<file path="src/hdl/sacl_pkg.sv">
// Package: shared types, constants and codes for the set-associative LRU cache core
`default_nettype none
package sacl_pkg;
    localparam int MAX_SET_BITS_DEF = 4;
    localparam int MAX_WAYS_DEF     = 8;
    localparam int AGE_WIDTH_DEF    = 32;

    localparam logic [1:0] ACT_LOAD   = 2'd0;
    localparam logic [1:0] ACT_STORE  = 2'd1;
    localparam logic [1:0] ACT_MODIFY = 2'd2;
    localparam logic [1:0] ACT_IFETCH = 2'd3;

    localparam logic [1:0] OUT_HIT   = 2'd0;
    localparam logic [1:0] OUT_FILL  = 2'd1;
    localparam logic [1:0] OUT_EVICT = 2'd2;

    localparam logic [1:0] REG_SET_BITS    = 2'd0;
    localparam logic [1:0] REG_WAYS        = 2'd1;
    localparam logic [1:0] REG_OFFSET_BITS = 2'd2;

    typedef enum logic [1:0] {
        ST_IDLE,
        ST_READ,
        ST_UPDATE,
        ST_OUT
    } state_t;

    typedef struct packed {
        logic load;
        logic read;
        logic update;
        logic show;
    } cmd_t;

    typedef struct packed {
        logic again;
    } stat_t;
endpackage
`default_nettype wire

</file>
<file path="src/hdl/sacl_ctrl.sv">
// Controller: sequences read, update and result phases of each access
`default_nettype none
module sacl_ctrl (
    input  wire logic          aclk,
    input  wire logic          aresetn,
    input  wire logic          s_valid,
    output logic               s_ready,
    input  wire logic [1:0]    s_action,
    output logic               m_valid,
    input  wire logic          m_ready,
    input  wire sacl_pkg::stat_t stat,
    output sacl_pkg::cmd_t     cmd
);
    import sacl_pkg::*;

    state_t state_reg, state_next;

    always_ff @(posedge aclk) begin
        if (!aresetn) begin
            state_reg <= ST_IDLE;
        end else begin
            state_reg <= state_next;
        end
    end

    always_comb begin
        state_next = state_reg;
        unique case (state_reg)
            ST_IDLE: begin
                if (s_valid && s_action != ACT_IFETCH) state_next = ST_READ;
            end
            ST_READ:   state_next = ST_UPDATE;
            ST_UPDATE: state_next = ST_OUT;
            ST_OUT: begin
                if (m_ready) state_next = stat.again ? ST_READ : ST_IDLE;
            end
            default:   state_next = ST_IDLE;
        endcase
    end

    always_comb begin
        s_ready    = 1'b0;
        m_valid    = 1'b0;
        cmd        = '0;
        unique case (state_reg)
            ST_IDLE: begin
                s_ready  = 1'b1;
                cmd.load = s_valid;
            end
            ST_READ:   cmd.read = 1'b1;
            ST_UPDATE: cmd.update = 1'b1;
            ST_OUT: begin
                m_valid  = 1'b1;
                cmd.show = m_ready;
            end
            default: ;
        endcase
    end
endmodule
`default_nettype wire

</file>
<file path="config.mk">
export PLATFORM = sky130hd
export DESIGN_NAME = sacl_ctrl
export DESIGN_NICKNAME = d
export VERILOG_FILES = /design/src/hdl/sacl_pkg.sv /design/src/hdl/sacl_ctrl.sv
export SDC_FILE = /design/constraint.sdc
export NUM_CORES = 1
export LEC_CHECK = 0
export BUFFER_PORTS_ARGS = -buffer_cell sky130_fd_sc_hd__buf_4
export CAP_MARGIN = 0
export CORE_AREA = 8 8 45 47
export DETAILED_ROUTE_END_ITERATION = 16
export DIE_AREA = 0 0 53 55
export HOLD_SLACK_MARGIN = 0.15
export PLACE_DENSITY = 0.35
export REMOVE_ABC_BUFFERS = 1
export SYNTH_ARGS = -nofsm -noshare
export SYNTH_HDL_FRONTEND = slang
export SYNTH_SLANG_ARGS = --single-unit
</file>
<file path="constraint.sdc">
create_clock -name aclk -period 1.38 [get_ports aclk]
set_input_delay 0.345 -clock aclk [delete_from_list [all_inputs] [get_ports aclk]]
set_output_delay 0.345 -clock aclk [all_outputs]
set_load 0.05 [all_outputs]
</file>
# Yosys cells after proc, flatten, opt, wreduce, memory -nomap -nowiden
# Index checks and enable logic that the tools add are counted.
# word_totals
ff_bits	2
inputBits	7
output_inout_bits	6
word_cells	20
# classes
n_mux	10
eq_ne	6
reduce_logical	3
# ops
cell	n
2-bit case mux with 4 select lines	1
1-bit two-way mux	7
2-bit inequality test (second input constant)	3
2-bit == test (second input constant)	2
2-bit two-way mux	2
2-bit by 1-bit == test with 1-bit output (second input constant)	1
2-bit zero test	1
2-bit AND reduction	1
1-bit logical AND	1

# Logic depth before layout (Yosys ltp)
# depth
word_depth	4
depth_mapped	5
depth_no_buf	5

# Least setup slack after synthesis
# Ideal clock, no wire load.
# synth_timing
path_kind	reg2out
start	register state_reg[0]
end	output cmd[3] in the netlist's numbering
slack_ps	-333
required_ps	1035
path_stages_with_launch	4
arrival_time_ps	1368
n_path_buf	0
cell_sequence	dfxtp_1 inv_1 ha_1 and2_2
# synth_lines
element	line_no	source
start: declaration	sacl_ctrl.sv:16	state_t state_reg, state_next;
start signal: assignment	sacl_ctrl.sv:22	state_reg <= state_next;
end: declaration	sacl_ctrl.sv:12	output sacl_pkg::cmd_t cmd

==> out/results.tsv <==
stage	metric	value	unit
route	drtPass1Iterations	4	
route	wl_per_cell	10.9	microns
place	dpl_cell_area	355	sq um
place	place_inst	56	
route	drtIter0Drc	5	
timing	drv_slew	0	
layout	layout-drive-gt1-share	0.689	
timing	worst_pin_slew	0.220	ns
power	design_power_total	1.08	mW
yosys	syn_inst	25	
cts	cts_tree	built	
power	clockPowerShare	0.116	
route	vias_per_cell	4.20	
power	ir_drop	688	uV
critical_path	cp_max_fo	4	
cts	clockBufferDepth	2	
grt	busiest_layer	met2	
floorplan	io_pins	13	
route	route.detailed.drc	0	
timing	setup_slack	-0.0480	ns
route	vias	256	
layout	largest_register_ffs	2	
critical_path	cp.required	1.03	ns
yosys	yosysSeqAreaShare	0.180	
timing	fmax	700	MHz
critical_path	critical-path-top-delay-family	flip-flops	
power	pwr_density_cell	2340	nW/um^2
cts	htreeDepth	1	
power	p_leak	0.210	nW
critical_path	critical-path-slowest-cell	dfxtp_2	
grt	grt_pass1_wl	1100	microns
yosys	synth_area	223	sq um
route	wirelength	662	microns
yosys	synth_top_cell_by_area	ha_1	
power	power.switching	0.519	mW
run_status	violations	setup timing	
route	detail-route-antenna-nets	0	
cts	cts_made_buffers	3	
grt	grt_start_max_net_pins	6	
critical_path	crit_chain	buf_6 -> ha_4 -> and2_4 -> buf_8	
grt	grt_usage	0.0485	
layout	fillerInstances	153	
timing	min_period	1.43	ns
critical_path	max_stage_delay	0.32	ns
timing	hold_slack	0.384	ns
place	dp_hpwl	554	microns
place	gp_congestion	0.805	
timing	rsz0062_at_grt	true	
critical_path	crit_path_start_kind	flop	
place	portBuffers	12	
critical_path	regToRegStartpoint	state_reg[1]$_SDFFE_PN0P_	
cts	clkSinkCount	2	
floorplan	die_h	55	microns
cts	cts.clk_slew.worst_paths	0.03	ns
place	post-place-ws	0.00339	ns
floorplan	core	1380	sq um
power	switching_share	0.482	
hold_path	worstHoldPathType	input port to flop	
timing	finalHoldViolCount	0	
floorplan	initial_utilization	0.161	
layout	nets	60	
layout	stdcell_count	61	
yosys	synth_area_leaders	ha_1 (34%), dfxtp_1 (18%), nand2b_1 (5.6%), inv_1 (5.1%), a21bo_2 (4.5%)	
grt	antenna_found_initial	0	
grt	grt_pass1_vias	266	
grt	use_met1	0.0438	
run_status	outcome	finished with violations	
timing	slew_headroom	0.852	
timing	finalClockSkew	0.00443	ns
layout	final_util	0.333	
power	p_comb_frac	0.780	
power	internal_power	0.558	mW
cts	root_buffer	clkbuf_4	
yosys	synthArstFlopShare	0	
critical_path	cp-end-kind	primary output	
critical_path	critical_path_class	flop to primary output	
yosys	yosysWarnings	0	
power	p_seq_frac	0.104	
critical_path	cp.arrival	1.08	ns
yosys	synth_edf_count	0	
floorplan	die_area	2920	sq um
layout	finalInstanceArea	460	sq um
yosys	yosysTopAreaCellShare	0.337	
cts	holdBufCountCts	0	
grt	grtUsageMet3	0.0348	
run	maxCapViolations	0	
timing	finalCritPeriodShare	1.03	
yosys	synthDistinctLibCells	16	
timing	setup_tns	-0.138	ns
timing	timing.final.setup_violations	5	
critical_path	critPathLaunch	state_reg[0]$_SDFFE_PN0P_	
layout	antenna_cells	0	
floorplan	rows	14	
cts	worst_skew_pair.late_latency	0.22	ns
floorplan	die_x	53	microns
grt	use_met2	0.0859	
yosys	synth_ff_type	dfxtp_1	
layout	area_growth	107	%
yosys	syn_area_per_cell	8.91	sq um
critical_path	crit_buf_inv	2	
grt	grt_remaining_overflow	0	
yosys	ys_ff_latch	2	
hold_path	hold_path.startpoint	aresetn	
## repair_timing
item                                    in CTS  in global routing
pin swaps                                    1                  0
endpoints found under the hold margin        0                  0
gates resized for setup                     20                  0
buffers inserted                             2                  0
endpoints found under the setup margin       6                  6
## kinds of logic (layout without fill, tap and decap cells)
family | after synthesis | count (layout) | synth area share
compound gates | 6 | 6 | 0.219
fa+ha+maj | 6 | 6 | 0.337
flops | 2 | 2 | 0.180
simple gates | 8 | 8 | 0.214
buf+inv | 3 | 23 | 0.0506
## layout by cell type, fill, tap and decap left out, types with 2 or more instances in the layout
master / count
and2_4: 2
buf_4: 10
buf_6: 5
buf_8: 2
clkbuf_4: 3
dfxtp_2: 2
ha_1: 3
ha_4: 2
inv_2: 2
nand2b_1: 2
## Yosys cell counts (2+ instances only)
cell	instances
dfxtp_1	2
ha_1	6
inv_1	3
nand2b_1	2
## worst paths after layout
kind,slack [ns],depth (start not counted),to
min reg2reg,0.60,3,state_reg[1]$_SDFFE_PN0P_
min,0.38,3,state_reg[1]$_SDFFE_PN0P_
max,-0.05,4,cmd[0]
max reg2reg,0,6,state_reg[0]$_SDFFE_PN0P_
## final cells by class
cell class,instances,area (sq um),share of cell area
clock buffer,3,22.5,0.0489
inverter,3,11.3,0.0245
multi-input combinational,20,203,0.440
sequential,2,42.5,0.0924
tap,16,20.0,0.0435
timing repair buffer,17,161,0.351
## power by group through the flow
stage	registers (mW)	clock network, mW	logic [mW]
2_1_floorplan	0.112	0	0.464
3_3_place_gp	0.0969	0	0.692
3_5_place_dp	0.0989	0	0.688
4_1_cts	0.112	0.133	0.855
5_1_grt	0.118	0.133	0.918
6_report	0.112	0.125	0.840
## layer usage
metal,wire [microns],part of all wire
met1,254,0.38
met2,316,0.48
met3,92,0.14
met4,0,0
met5,0,0
## worst min-delay path, stage by stage
cell	delay (ns)
buf_4	0.08
inv_1	0.04
a21oi_1	0.10
Note: power is estimated with default switching activity, not from simulation.
